===== config.mk =====
export PLATFORM = sky130hd
export DESIGN_NAME = sbct_cell
export DESIGN_NICKNAME = d
export VERILOG_FILES = /design/src/design/sbct_pkg.sv /design/src/design/sbct_cell.sv
export SDC_FILE = /design/constraint.sdc
export NUM_CORES = 1
export LEC_CHECK = 0
export ABC_AREA = 0
export CAP_MARGIN = 20
export CELL_PAD_IN_SITES_DETAIL_PLACEMENT = 2
export CELL_PAD_IN_SITES_GLOBAL_PLACEMENT = 2
export CORE_AREA = 2 2 179 181
export DETAILED_ROUTE_END_ITERATION = 10
export DIE_AREA = 0 0 181 183
export DONT_BUFFER_PORTS = 1
export HOLD_SLACK_MARGIN = 0.06
export PLACE_DENSITY_LB_ADDON = 0.1
export SYNTH_ARGS = -nofsm -noshare
export SYNTH_HDL_FRONTEND = slang
export SYNTH_SLANG_ARGS = --single-unit

===== constraint.sdc =====
create_clock -name clk -period 16.3 [get_ports clk]
set_clock_uncertainty 0.15 [all_clocks]
set_input_delay 0.815 -clock clk [delete_from_list [all_inputs] [get_ports clk]]
set_output_delay 0.815 -clock clk [all_outputs]
set_load 0.1 [all_outputs]

===== src/design/sbct_pkg.sv =====
// sbct_pkg: shared types for the swept box contact time block
// lane numbering and the control word carried down the divider chain
`timescale 1ns / 1ps
`default_nettype none
package sbct_pkg;

    // lanes: 0 entry x, 1 exit x, 2 entry y, 3 exit y
    localparam int NUM_LANES = 4;

    typedef struct packed {
        logic                 early_hit;   // boxes overlap or touch at start
        logic                 miss;        // separated and never closing on some axis
        logic [NUM_LANES-1:0] en;          // lane sets an entry or exit limit
        logic [NUM_LANES-1:0] sat;         // lane quotient at or above two, clamp
    } ctl_t;

endpackage
`default_nettype wire


===== src/design/sbct_cell.sv =====
// sbct_cell: one restoring division step on all four lanes, one quotient bit
// depends on sbct_pkg
`timescale 1ns / 1ps
`default_nettype none
module sbct_cell #(
    parameter int COORD_BITS     = 24,
    parameter int TIME_FRAC_BITS = 16
) (
    input  wire logic                                             clk,
    input  wire logic                                             rst_n,
    input  wire logic                                             up_valid,
    output logic                                                  up_ready,
    input  wire sbct_pkg::ctl_t                                   up_ctl,
    input  wire logic [sbct_pkg::NUM_LANES-1:0][COORD_BITS:0]     up_rem,
    input  wire logic [1:0][COORD_BITS-1:0]                       up_spd,
    input  wire logic [sbct_pkg::NUM_LANES-1:0][TIME_FRAC_BITS:0] up_q,
    input  wire logic                                             dn_ready,
    output logic                                                  dn_valid,
    output sbct_pkg::ctl_t                                        dn_ctl,
    output logic [sbct_pkg::NUM_LANES-1:0][COORD_BITS:0]          dn_rem,
    output logic [1:0][COORD_BITS-1:0]                            dn_spd,
    output logic [sbct_pkg::NUM_LANES-1:0][TIME_FRAC_BITS:0]      dn_q
);
    localparam int RW = COORD_BITS + 1;
    localparam int QW = TIME_FRAC_BITS + 1;

    logic                                     valid_reg, valid_next;
    sbct_pkg::ctl_t                           ctl_reg;
    logic [sbct_pkg::NUM_LANES-1:0][RW-1:0]   rem_reg, rem_next;
    logic [1:0][COORD_BITS-1:0]               spd_reg;
    logic [sbct_pkg::NUM_LANES-1:0][QW-1:0]   q_reg, q_next;

    always_comb
    begin
        logic [RW:0]   diff;
        logic          qbit;
        logic [RW-1:0] r;
        for (int l = 0; l < sbct_pkg::NUM_LANES; l++)
        begin
            diff = {1'b0, up_rem[l]} - {2'b00, up_spd[l >> 1]};
            qbit = !diff[RW];
            r    = qbit ? diff[RW-1:0] : up_rem[l];
            // remainder stays below the speed, so doubling fits
            rem_next[l] = {r[RW-2:0], 1'b0};
            q_next[l]   = {up_q[l][QW-2:0], qbit};
        end
    end

    assign up_ready   = !valid_reg || dn_ready;
    assign valid_next = up_ready ? up_valid : valid_reg;

    always_ff @(posedge clk or negedge rst_n)
    begin
        if (!rst_n)
        begin
            valid_reg <= 1'b0;
        end
        else
        begin
            valid_reg <= valid_next;
        end
    end

    always_ff @(posedge clk)
    begin
        if (up_ready && up_valid)
        begin
            ctl_reg <= up_ctl;
            rem_reg <= rem_next;
            spd_reg <= up_spd;
            q_reg   <= q_next;
        end
    end

    assign dn_valid = valid_reg;
    assign dn_ctl   = ctl_reg;
    assign dn_rem   = rem_reg;
    assign dn_spd   = spd_reg;
    assign dn_q     = q_reg;
endmodule
`default_nettype wire


==> results.sh <==
export IMPL_status="complete, no violations"
export IMPL_avgSynthCellArea_um2=11.4
export IMPL_crit_family="compound AO/OA/AOI/OAI gates"
export IMPL_grt_max_degree=173
export IMPL_syn_area_um2=12400
export IMPL_drv_cap=0
export IMPL_worstMarginPinSlew_ns=1.13
export IMPL_dp_hpwl_mm=31.4
export IMPL_vias=8606
export IMPL_final_nets=1426
export IMPL_crit_path_start_kind="input pin"
export IMPL_hold_buffers=1
export IMPL_cts_tree="yes"
export IMPL_cts_repair_timing_setup_buffer_count=0
export IMPL_cts_buffer_depth=3
export IMPL_ys_seq_area_share_pct=53.8
export IMPL_yosysWarnings=0
export IMPL_coreArea_um2=31200
export IMPL_fmax_mhz=246
export IMPL_switching_share_pct=39.1
export IMPL_cts_resized_gates=0
export IMPL_setup_violations=0
export IMPL_drc=0
export IMPL_utilization_pct=43.9
export IMPL_power_frac_clock_pct=31.0
export IMPL_critical_path_arrival_ns=4.20
export IMPL_viasPerCell=5.67
export IMPL_intPower_uw=1160
export IMPL_hold_viol=0
export IMPL_period_share_pct=24.9
export IMPL_finalSetupTns_ns=0
export IMPL_post_place_ws_ns=11.63
export IMPL_multi_input_area_um2=5330
export IMPL_io_pins=458
export IMPL_numCtsBuffers=26
export IMPL_gp_congestion=0.822
export IMPL_cts_sinks=223
export IMPL_critPathCaptureType="register"
export IMPL_worstSetupPathType="in2reg"
export IMPL_die_area_um2=33100
export IMPL_synth_main_ff_cell="edfxtp_1"
export IMPL_layout_area_seq_um2=6690
export IMPL_syn_inst=1088
export IMPL_worst_path_largest_cell_delay_ns=0.79
export IMPL_die_h_um=183
export IMPL_start_util_pct=39.8
export IMPL_antenna_found_initial=2
export IMPL_cts_htree_levels=1
export IMPL_die_w_um=181
export IMPL_p_comb_share_pct=14.5
export IMPL_numPortBuffers=0
export IMPL_crit_required_ns=16.44
export IMPL_placed_cell_area_um2=12800
export IMPL_crit_buf_inv=2
export IMPL_cts_root_buf="clkbuf_16"
export IMPL_wl_per_cell_um=26.1
export IMPL_drtPass1Iterations=4
export IMPL_gr_total_overflow=0
export IMPL_slew_headroom_pct=25.0
export IMPL_fin_crit_ns=4.07
export IMPL_grt_pass1_wl_mm=58.2
export IMPL_rsz0062_at_grt="no"
export IMPL_drtIter0Drc=415
export IMPL_slew_viol_final=0
export IMPL_path_clk_slew_ns=0.06
export IMPL_n_fill_cell=3191
export IMPL_switching_power_uw=742
export IMPL_power_per_cell_area_nw_per_um2=138
export IMPL_synthDistinctLibCells=73
export IMPL_postLayoutCellArea_um2=13700
export IMPL_async_flop_share_pct=0.448
export IMPL_final_antenna_net_count=0
export IMPL_netlist_top_cells_area="edfxtp_1 54%, ha_1 9.7%, a21oi_1 3.8%"
export IMPL_path_max_fanout=40
export IMPL_vdd_drop_max_mv=0.0811
export IMPL_fin_ws_ns=12.23
export IMPL_area_growth_syn_to_layout_pct=10.3
export IMPL_synth_top_area_cell="edfxtp_1"
export IMPL_synth_top_area_share_pct=53.6
export IMPL_synth_seq_cells=223
export IMPL_clk_latency_ns=0.53
export IMPL_synth_edf_count=222
export IMPL_worstPathCellList="inv_1, ha_1, and4_1, and3_1, a21o_1, nor4_2, nor2_1, a21o_1, a21oi_4, inv_1, mux2_2"
export IMPL_seq_power_share_pct=54.5
export IMPL_finalWirelength_mm=39.7
export IMPL_holdCritPathClass="in2reg"
export IMPL_crit_slowest_cell="a21oi_4"
export IMPL_layout_drive_gt1_share_pct=7.71
export IMPL_rows=65
export IMPL_track_usage_pct=23.2
export IMPL_grt_pass1_vias=9260
export IMPL_leakage_uw=0.00532
worst paths after layout:
path                                  from    endpoint  slack (ns)  cells after the start
worst min-delay path              up_q[46]    dn_q[47]        0.22                      0
worst min register to register    dn_valid    dn_valid        1.76                      2
max in group asynchronous            rst_n    dn_valid       15.54                      1
worst max register to register    dn_valid  dn_rem[12]       12.33                      3
min in group asynchronous            rst_n    dn_valid        0.35                      1
worst max-delay path            up_spd[33]  dn_rem[80]       12.23                     11
flip-flops by register name, summed over array words and instances, names as in the netlist:
register / flops
dn_rem: 96
dn_ctl: 10
dn_spd: 48
dn_valid: 1
dn_q: 68
logic make-up (layout without fill, tap and decap cells):
family          Yosys count  count (layout)  synth area share, %
other cells               1               5               0.0302
fa+ha+maj               100             100                 10.3
flops                   223             223                 53.8
compound gates          308             308                 15.8
buf+inv                 100             125                 3.51
simple gates            268             268                 9.91
xor+xnor                 71              71                 5.00
mux                      17              17                 1.63
layout by cell type (no fill, tap or decap), types with 12 or more instances in the layout:
cell and count:
a21o_1 33, a21oi_1 93, a31oi_1 17, and3_1 12, clkbuf_16 27, edfxtp_1 222, ha_1 96, inv_1 72
nand2_1 85, nand2b_1 12, nand3_1 16, nor2_1 87, nor2b_1 12, nor3_1 12, o21a_1 12, o21ai_0 73
xnor2_1 41, xor2_1 30
through the flow:
| stage | std cells | hold slack (ns) | total power, uW |
|---|---|---|---|
| 6_report | 1519 | 0.220 | 1900 |
| 3_3_place_gp | 1469 | 0.370 | 1310 |
| 3_5_place_dp | 1469 | 0.370 | 1320 |
| 4_1_cts | 1518 | 0.192 | 1920 |
| 2_1_floorplan | 1091 | 0.369 | 1250 |
| 5_1_grt | 1519 | 0.199 | 1970 |
metal layers:
layer	global-route usage [%]	up-vias	wire [um]
met1	26.8	4238	15300
met5	0	-	13
met4	5.89	2	1040
met3	7.25	51	3090
met2	41.7	278	20300
li1	-	4037	-
synth_stat cells (5+ instances only):
library cell / count
o21a_1: 12
or2_2: 6
or3_1: 5
nand3_1: 16
buf_6: 5
xor2_1: 30
ha_1: 96
o31ai_1: 11
a211oi_1: 7
edfxtp_1: 222
xnor2_1: 41
inv_1: 72
a31oi_1: 17
buf_2: 7
a21o_1: 33
mux2_2: 9
o21ai_0: 73
nand2b_1: 12
o21ai_1: 5
and3_1: 12
clkbuf_1: 11
nor3_1: 12
nor2_1: 87
a21oi_1: 94
o21bai_1: 6
nand2_1: 85
nand4_1: 6
nor2b_1: 12
o211ai_1: 6
layout make-up:
cell class	count	area share, %
Sequential cell	223	48.8
Antenna cell	1	0.0183
Tap cell	402	3.67
Clock buffer	31	5.04
Inverter	73	2.00
Clock inverter	17	1.23
Multi-Input combinational cell	768	38.9
Timing Repair Buffer	4	0.329
power by group through the flow:
| stage | Sequential, uW | Clock, uW | Combinational, uW |
|---|---|---|---|
| final | 1030 | 589 | 276 |
| after global routing | 1040 | 623 | 310 |
| after CTS | 1040 | 606 | 279 |
| after detailed placement | 1050 | 0 | 275 |
| after global placement | 1040 | 0 | 263 |
| after floorplan | 1030 | 0 | 214 |
(Power assumes the default switching activity.)
