File: src/design/sbct_pkg.sv
// sbct_pkg: shared types for the swept box contact time block
// lane numbering and the control word carried down the divider chain
`timescale 1ns / 1ps
`default_nettype none
package sbct_pkg;

    // lanes: 0 entry x, 1 exit x, 2 entry y, 3 exit y
    localparam int NUM_LANES = 4;

    typedef struct packed {
        logic                 early_hit;   // boxes overlap or touch at start
        logic                 miss;        // separated and never closing on some axis
        logic [NUM_LANES-1:0] en;          // lane sets an entry or exit limit
        logic [NUM_LANES-1:0] sat;         // lane quotient at or above two, clamp
    } ctl_t;

endpackage
`default_nettype wire

File: src/design/sbct_front.sv
// sbct_front: input register stage, builds gaps, speeds and flags per axis
// depends on sbct_pkg
`timescale 1ns / 1ps
`default_nettype none
module sbct_front #(
    parameter int COORD_BITS     = 24,
    parameter int TIME_FRAC_BITS = 16
) (
    input  wire logic                                          clk,
    input  wire logic                                          rst_n,
    input  wire logic                                          in_valid,
    output logic                                               in_stall,
    input  wire logic signed [COORD_BITS-1:0]                  a_min_x,
    input  wire logic signed [COORD_BITS-1:0]                  a_min_y,
    input  wire logic signed [COORD_BITS-1:0]                  a_max_x,
    input  wire logic signed [COORD_BITS-1:0]                  a_max_y,
    input  wire logic signed [COORD_BITS-1:0]                  b_min_x,
    input  wire logic signed [COORD_BITS-1:0]                  b_min_y,
    input  wire logic signed [COORD_BITS-1:0]                  b_max_x,
    input  wire logic signed [COORD_BITS-1:0]                  b_max_y,
    input  wire logic signed [COORD_BITS-1:0]                  vel_a_x,
    input  wire logic signed [COORD_BITS-1:0]                  vel_a_y,
    input  wire logic signed [COORD_BITS-1:0]                  vel_b_x,
    input  wire logic signed [COORD_BITS-1:0]                  vel_b_y,
    input  wire logic                                          dn_ready,
    output logic                                               dn_valid,
    output sbct_pkg::ctl_t                                     dn_ctl,
    output logic [sbct_pkg::NUM_LANES-1:0][COORD_BITS:0]       dn_rem,
    output logic [1:0][COORD_BITS-1:0]                         dn_spd,
    output logic [sbct_pkg::NUM_LANES-1:0][TIME_FRAC_BITS:0]   dn_q
);
    localparam int RW = COORD_BITS + 1;

    logic signed [COORD_BITS-1:0] amin [2];
    logic signed [COORD_BITS-1:0] amax [2];
    logic signed [COORD_BITS-1:0] bmin [2];
    logic signed [COORD_BITS-1:0] bmax [2];
    logic signed [COORD_BITS-1:0] va   [2];
    logic signed [COORD_BITS-1:0] vb   [2];
    logic signed [RW-1:0]         vrel [2];
    logic signed [RW-1:0]         vneg [2];
    logic [1:0]                   sep;
    logic [1:0]                   axis_miss;

    logic                                     valid_reg, valid_next;
    logic                                     up_ready;
    sbct_pkg::ctl_t                           ctl_reg, ctl_next;
    logic [sbct_pkg::NUM_LANES-1:0][RW-1:0]   rem_reg, rem_next;
    logic [1:0][COORD_BITS-1:0]               spd_reg, spd_next;

    assign amin[0] = a_min_x;  assign amin[1] = a_min_y;
    assign amax[0] = a_max_x;  assign amax[1] = a_max_y;
    assign bmin[0] = b_min_x;  assign bmin[1] = b_min_y;
    assign bmax[0] = b_max_x;  assign bmax[1] = b_max_y;
    assign va[0]   = vel_a_x;  assign va[1]   = vel_a_y;
    assign vb[0]   = vel_b_x;  assign vb[1]   = vel_b_y;

    always_comb
    begin
        logic signed [RW-1:0] d_bmin_amax;
        logic signed [RW-1:0] d_bmax_amin;
        logic signed [RW-1:0] d_amin_bmax;
        logic signed [RW-1:0] d_amax_bmin;
        logic [RW-1:0]        gap_in;
        logic [RW-1:0]        gap_out;
        logic                 neg;
        logic                 zero;
        ctl_next = '0;
        rem_next = '0;
        spd_next = '0;
        for (int i = 0; i < 2; i++)
        begin
            vrel[i] = RW'(vb[i]) - RW'(va[i]);
            vneg[i] = -vrel[i];
            neg  = vrel[i][RW-1];
            zero = (vrel[i] == '0);
            sep[i] = (amax[i] < bmin[i]) || (bmax[i] < amin[i]);
            d_bmin_amax = RW'(bmin[i]) - RW'(amax[i]);
            d_bmax_amin = RW'(bmax[i]) - RW'(amin[i]);
            d_amin_bmax = RW'(amin[i]) - RW'(bmax[i]);
            d_amax_bmin = RW'(amax[i]) - RW'(bmin[i]);
            spd_next[i] = neg ? vneg[i][COORD_BITS-1:0] : vrel[i][COORD_BITS-1:0];
            gap_in  = neg ? d_bmin_amax : d_amin_bmax;
            gap_out = neg ? d_bmax_amin : d_amax_bmin;
            rem_next[2*i]   = gap_in;
            rem_next[2*i+1] = gap_out;
            if (neg)
            begin
                axis_miss[i]       = (bmax[i] < amin[i]);
                ctl_next.en[2*i]   = (amax[i] < bmin[i]);
                ctl_next.en[2*i+1] = (amin[i] < bmax[i]);
            end
            else if (zero)
            begin
                axis_miss[i]       = sep[i];
                ctl_next.en[2*i]   = 1'b0;
                ctl_next.en[2*i+1] = 1'b0;
            end
            else
            begin
                axis_miss[i]       = (bmin[i] > amax[i]);
                ctl_next.en[2*i]   = (amin[i] > bmax[i]);
                ctl_next.en[2*i+1] = (amax[i] > bmin[i]);
            end
            // quotient of two or more always clamps to one
            ctl_next.sat[2*i]   = (gap_in  >= {spd_next[i], 1'b0});
            ctl_next.sat[2*i+1] = (gap_out >= {spd_next[i], 1'b0});
        end
        ctl_next.early_hit = !sep[0] && !sep[1];
        ctl_next.miss      = axis_miss[0] || axis_miss[1];
    end

    assign up_ready   = !valid_reg || dn_ready;
    assign in_stall   = !up_ready;
    assign valid_next = up_ready ? in_valid : valid_reg;

    always_ff @(posedge clk or negedge rst_n)
    begin
        if (!rst_n)
        begin
            valid_reg <= 1'b0;
        end
        else
        begin
            valid_reg <= valid_next;
        end
    end

    always_ff @(posedge clk)
    begin
        if (up_ready && in_valid)
        begin
            ctl_reg <= ctl_next;
            rem_reg <= rem_next;
            spd_reg <= spd_next;
        end
    end

    assign dn_valid = valid_reg;
    assign dn_ctl   = ctl_reg;
    assign dn_rem   = rem_reg;
    assign dn_spd   = spd_reg;
    assign dn_q     = '0;
endmodule
`default_nettype wire

File: config.mk
export PLATFORM = sky130hd
export DESIGN_NAME = sbct_front
export DESIGN_NICKNAME = d
export VERILOG_FILES = /design/src/design/sbct_pkg.sv /design/src/design/sbct_front.sv
export SDC_FILE = /design/constraint.sdc
export NUM_CORES = 1
export LEC_CHECK = 0
export BUFFER_PORTS_ARGS = -buffer_cell sky130_fd_sc_hd__buf_2
export CORE_MARGIN = 3
export CORE_UTILIZATION = 50
export DETAILED_ROUTE_END_ITERATION = 8
export GPL_TIMING_DRIVEN = 0
export MAX_ROUTING_LAYER = met4
export PLACE_DENSITY = 0.75
export SLEW_MARGIN = 25
export SYNTH_ARGS = -nofsm -noshare
export SYNTH_HDL_FRONTEND = slang
export SYNTH_SLANG_ARGS = --single-unit
File: constraint.sdc
create_clock -name clk -period 5.3 [get_ports clk]
set_input_delay 0.795 -clock clk [delete_from_list [all_inputs] [get_ports clk]]
set_output_delay 0.795 -clock clk [all_outputs]
set_load 0.02 [all_outputs]
==> metrics.md <==
| Metric | Value |
|---|---|
| First-pass GRT wire length | `around 130000 microns` |
| YS warnings | `0` |
| Most numerous cell on the critical path | `o21a_1` |
| CTS Buffer Depth | `2` |
| Routed vias/inst | `a little under 6` |
| P_int | `roughly 4.6 mW` |
| CP Buf/Inv Count | `4` |
| Net switching power | `3.94 mW` |
| Final setup vio count | `4` |
| Maxcap violations | `0` |
| Initial antenna violation count | `5` |
| Xor/xnor cell area share of the yosys netlist | `just under 9%` |
| Period utilisation layout | `108%` |
| Largest net degree at the start of global routing | `55` |
| Gr usage total | `a little over a third` |
| Vias in the first global route | `around 23000` |
| Worst Setup End Kind | `register` |
| Hold Vio Cnt, Final | `0` |
| Status | `finished, violations left` |
| Routed via count | `24500` |
| Fmax | `175 MHz` |
| Slew Viols, Final | `0` |
| Min-delay worst type | `in -> async` |
| Cts hold-fix bufs | `0` |
| Arrival @ worst endpoint | `a little under 6 ns` |
| TritonCTS Buffers | `17` |
| Synth top area cells | `edfxtp_1 (21%), ha_1 (17%), a21oi_1 (6.3%)` |
| Clock Tree Root | `clkbuf_16` |
| Switching share of total power | `46.2%` |
| DR pass1 iterations | `6` |
| Slack of the critical path | `-0.408 ns` |
| #FFs+latches synth | `around 160` |
| Crit path required time | `approximately 5.6 ns` |
| Post-synth top area share | `around 21%` |
| CTS tree | `built` |
| Combinational share of power | `roughly 64%` |
| Slowest cell on crit path | `or3_4` |
| Compound-Gate Fraction of Synth Area | `26.0%` |
| Tmin final | `approximately 5.7 ns` |
| Mux cell area share after synthesis | `less than 1%` |
| Crit-path max FO | `5` |
| Crit path kind | `in -> reg` |
| Worst VDD drop | `249 uV` |
| Async SR Flop Fraction | `less than 1%` |
| Library cells used by synthesis | `between 100 and 150` |
| Cells after Synth | `about 3000` |
| Core Rows | `78` |
| Chip height | `roughly 220 microns` |
| Clk slew on worst S/H paths | `0.07 ns` |
| Synthesized area per cell | `slightly below 8 sq um` |
| CP top delay family | `compound AO/OA/AOI/OAI gates` |
| Area grow syn2layout | `30.1%` |
| Static Leak | `roughly 14 nW` |
| Post-synthesis simple-gate area fraction | `approximately 15%` |
| Routed Antenna Nets | `0` |
| Overall Power | `~8.5 mW` |
| Largest family of logic cells by synthesized area | `compound AO/OA/AOI/OAI gates` |
| Post-detail-place hpwl | `slightly above 70000 microns` |
| Sink Count | `roughly 160` |
| Slew HR | `a little over two fifths` |
| Drt wl/cell | `21.5 microns` |
| Core area | `45600 sq um` |
| Layout cells sized above 1 | `between 20% and 30%` |
| RSZ-0062 raised after global routing | `yes` |
| Die Area | `between 40000 and 50000 sq um` |
| Top FF cell, synth | `edfxtp_1` |
| Fraction of the mapped netlist area in adder cells | `approximately 18%` |
| Register area share after synthesis | `20.6%` |
| DRC Markers | `0` |
| Failing checks | `negative setup slack` |
| # port buffers | `451` |
| Final Net Count | `~4200` |
| Clock skew | `~0.018 ns` |
| Synth area leader | `edfxtp_1` |
| Crit-path max cell delay | `0.41 ns` |
| Die W | `between 200 and 250 microns` |
| Detailed Route Iter0 Violations | `2168` |
| Pwr per Cell Area | `about 280 nW/um^2` |
| Worst slew pin tran | `roughly 0.87 ns` |
| Post-Syn Area | `around 23000 sq um` |
| Initial Utilization | `approximately half` |
| Startpoint Class | `input pin` |
| Setup TNS | `-1.06 ns` |
| Gpl congestion | `just over 1` |
| Skew-Pair Late Insertion Delay | `0.49 ns` |
| DRT Wirelength | `about 91000 microns` |
| Total gr overflow | `0` |
| Reg2Reg Setup Slack | `between 3 and 4 ns` |
| Sequential fraction of design power | `about a fifth` |
| Setup WS pre-CTS | `-2.03 ns` |
| # IOs | `520` |
| H-tree depth | `4` |
| Post-synth EDFFs | `about 160` |
| Clock Power Share | `between 10% and 20%` |
## logic make-up (layout without fill, tap and decap cells)
family                   Yosys count  in the layout
multiplexers                      20             21
AND/OR/NAND/NOR                  686            687
flip-flops                       159            159
AO/OA/AOI/OAI                    924            924
other                              1             75
adder cells (fa/ha/maj)          337            337
buffers and inverters            573           1172
XOR/XNOR                         231            231
## worst register-to-register path, cell delays in order, from the launching register on
cell and delay, ns:
dfrtp_1 0.38, nand2b_1 0.11, and2_4 0.44, buf_12 0.31
buf_12 0.29
## layout make-up
type,instances,area [sq um]
Inverter,386,1470
Fill cell,3907,15500
Clock buffer,17,425
Timing Repair Buffer,586,3480
Multi-Input combinational cell,2268,17900
Tap cell,600,751
Antenna cell,7,17.5
Buffer,168,1140
Sequential cell,159,4770
Clock inverter,15,173
## cell usage after synthesis, drive strengths merged (38+ instances only)
| master | count |
|---|---|
| ha | 319 |
| nand3 | 40 |
| nand2 | 165 |
| o21a | 40 |
| xnor2 | 152 |
| a21oi | 294 |
| o21ai | 175 |
| clkbuf | 98 |
| nand4 | 38 |
| inv | 385 |
| nor2 | 202 |
| edfxtp | 158 |
| buf | 89 |
| xor2 | 79 |
| o21bai | 52 |
| nor3 | 46 |
| a21o | 128 |
## placed cells by master, fill, tap and decap left out, types with 18 or more instances in the layout
master / Yosys / routed
nand2b_1: 30 / 28
a21oi_2: 1 / 42
xnor2_1: 152 / 141
a21oi_1: 293 / 246
and2_1: 20 / 18
o21bai_1: 51 / 51
clkbuf_16: 0 / 22
inv_2: 0 / 19
xor2_1: 79 / 74
nor2b_1: 35 / 33
ha_1: 319 / 277
nor3_1: 46 / 38
nand4_1: 38 / 38
buf_2: 7 / 442
nand2_1: 165 / 151
buf_6: 2 / 25
o21ai_0: 171 / 133
inv_1: 385 / 363
o21ai_1: 4 / 23
ha_4: 0 / 36
a31oi_1: 32 / 25
clkbuf_1: 96 / 69
o21a_1: 39 / 38
nor2_1: 201 / 190
nand3_1: 40 / 39
a21o_1: 128 / 127
conb_1: 1 / 68
edfxtp_1: 158 / 158
buf_4: 69 / 190
a211oi_1: 33 / 23
## worst paths after layout
path / start / to / depth (start not counted)
setup / recovery: vel_a_x[11] / dn_ctl[1]$_DFFE_PP_ / 26
hold / removal: rst_n / dn_valid$_DFFE_PN0N_ / 1
setup reg to reg: dn_valid$_DFFE_PN0N_ / dn_spd[47]$_DFFE_PP_ / 4
hold reg to reg: dn_valid$_DFFE_PN0N_ / dn_valid$_DFFE_PN0N_ / 2
max in group asynchronous: rst_n / dn_valid$_DFFE_PN0N_ / 1
min in group clk: in_valid / dn_valid$_DFFE_PN0N_ / 2
## per-layer routing
layer | vias up | track usage (%) | wire length, microns
met5 | - | - | 0
met4 | 0 | 15.7 | 4870
met3 | 250 | 5.01 | 6760
met2 | 1206 | 60.0 | 43400
met1 | 11500 | 43.0 | 35500
li1 | 11500 | - | -
## power by group through the flow
stage / clock network (mW) / registers [mW] / logic [mW]
floorplan: 0 / 2.00 / 2.81
global placement: 0 / 1.82 / 4.33
detailed placement: 0 / 1.80 / 4.37
CTS: 1.34 / 1.78 / 4.82
global route: 1.39 / 1.79 / 5.82
finish: 1.33 / 1.79 / 5.42
## state kept, by name (all words and copies together), names as in the netlist
signal    count
dn_rem      100
dn_spd       48
dn_valid      1
dn_ctl       10
## stage by stage
stage	cell area, sq um	hold slack [ns]	std cells	utilization [%]
detailed placement	26800	0.532	4052	58.8
floorplan	23700	0.499	2998	-
CTS	28900	0.0512	4154	63.4
finish	30100	0.0631	4206	66.1
global placement	26700	0.508	4049	58.6
global route	30100	0.0522	4204	66.0
## timing repair
action                                 in CTS  in global routing
resized for setup                         213                165
setup endpoints to repair                   4                  4
buffers inserted                           79                 55
pin swaps                                  97                114
gates cloned                                2                  0
endpoints found under the hold margin       0                  0
(Power assumes the default switching activity.)
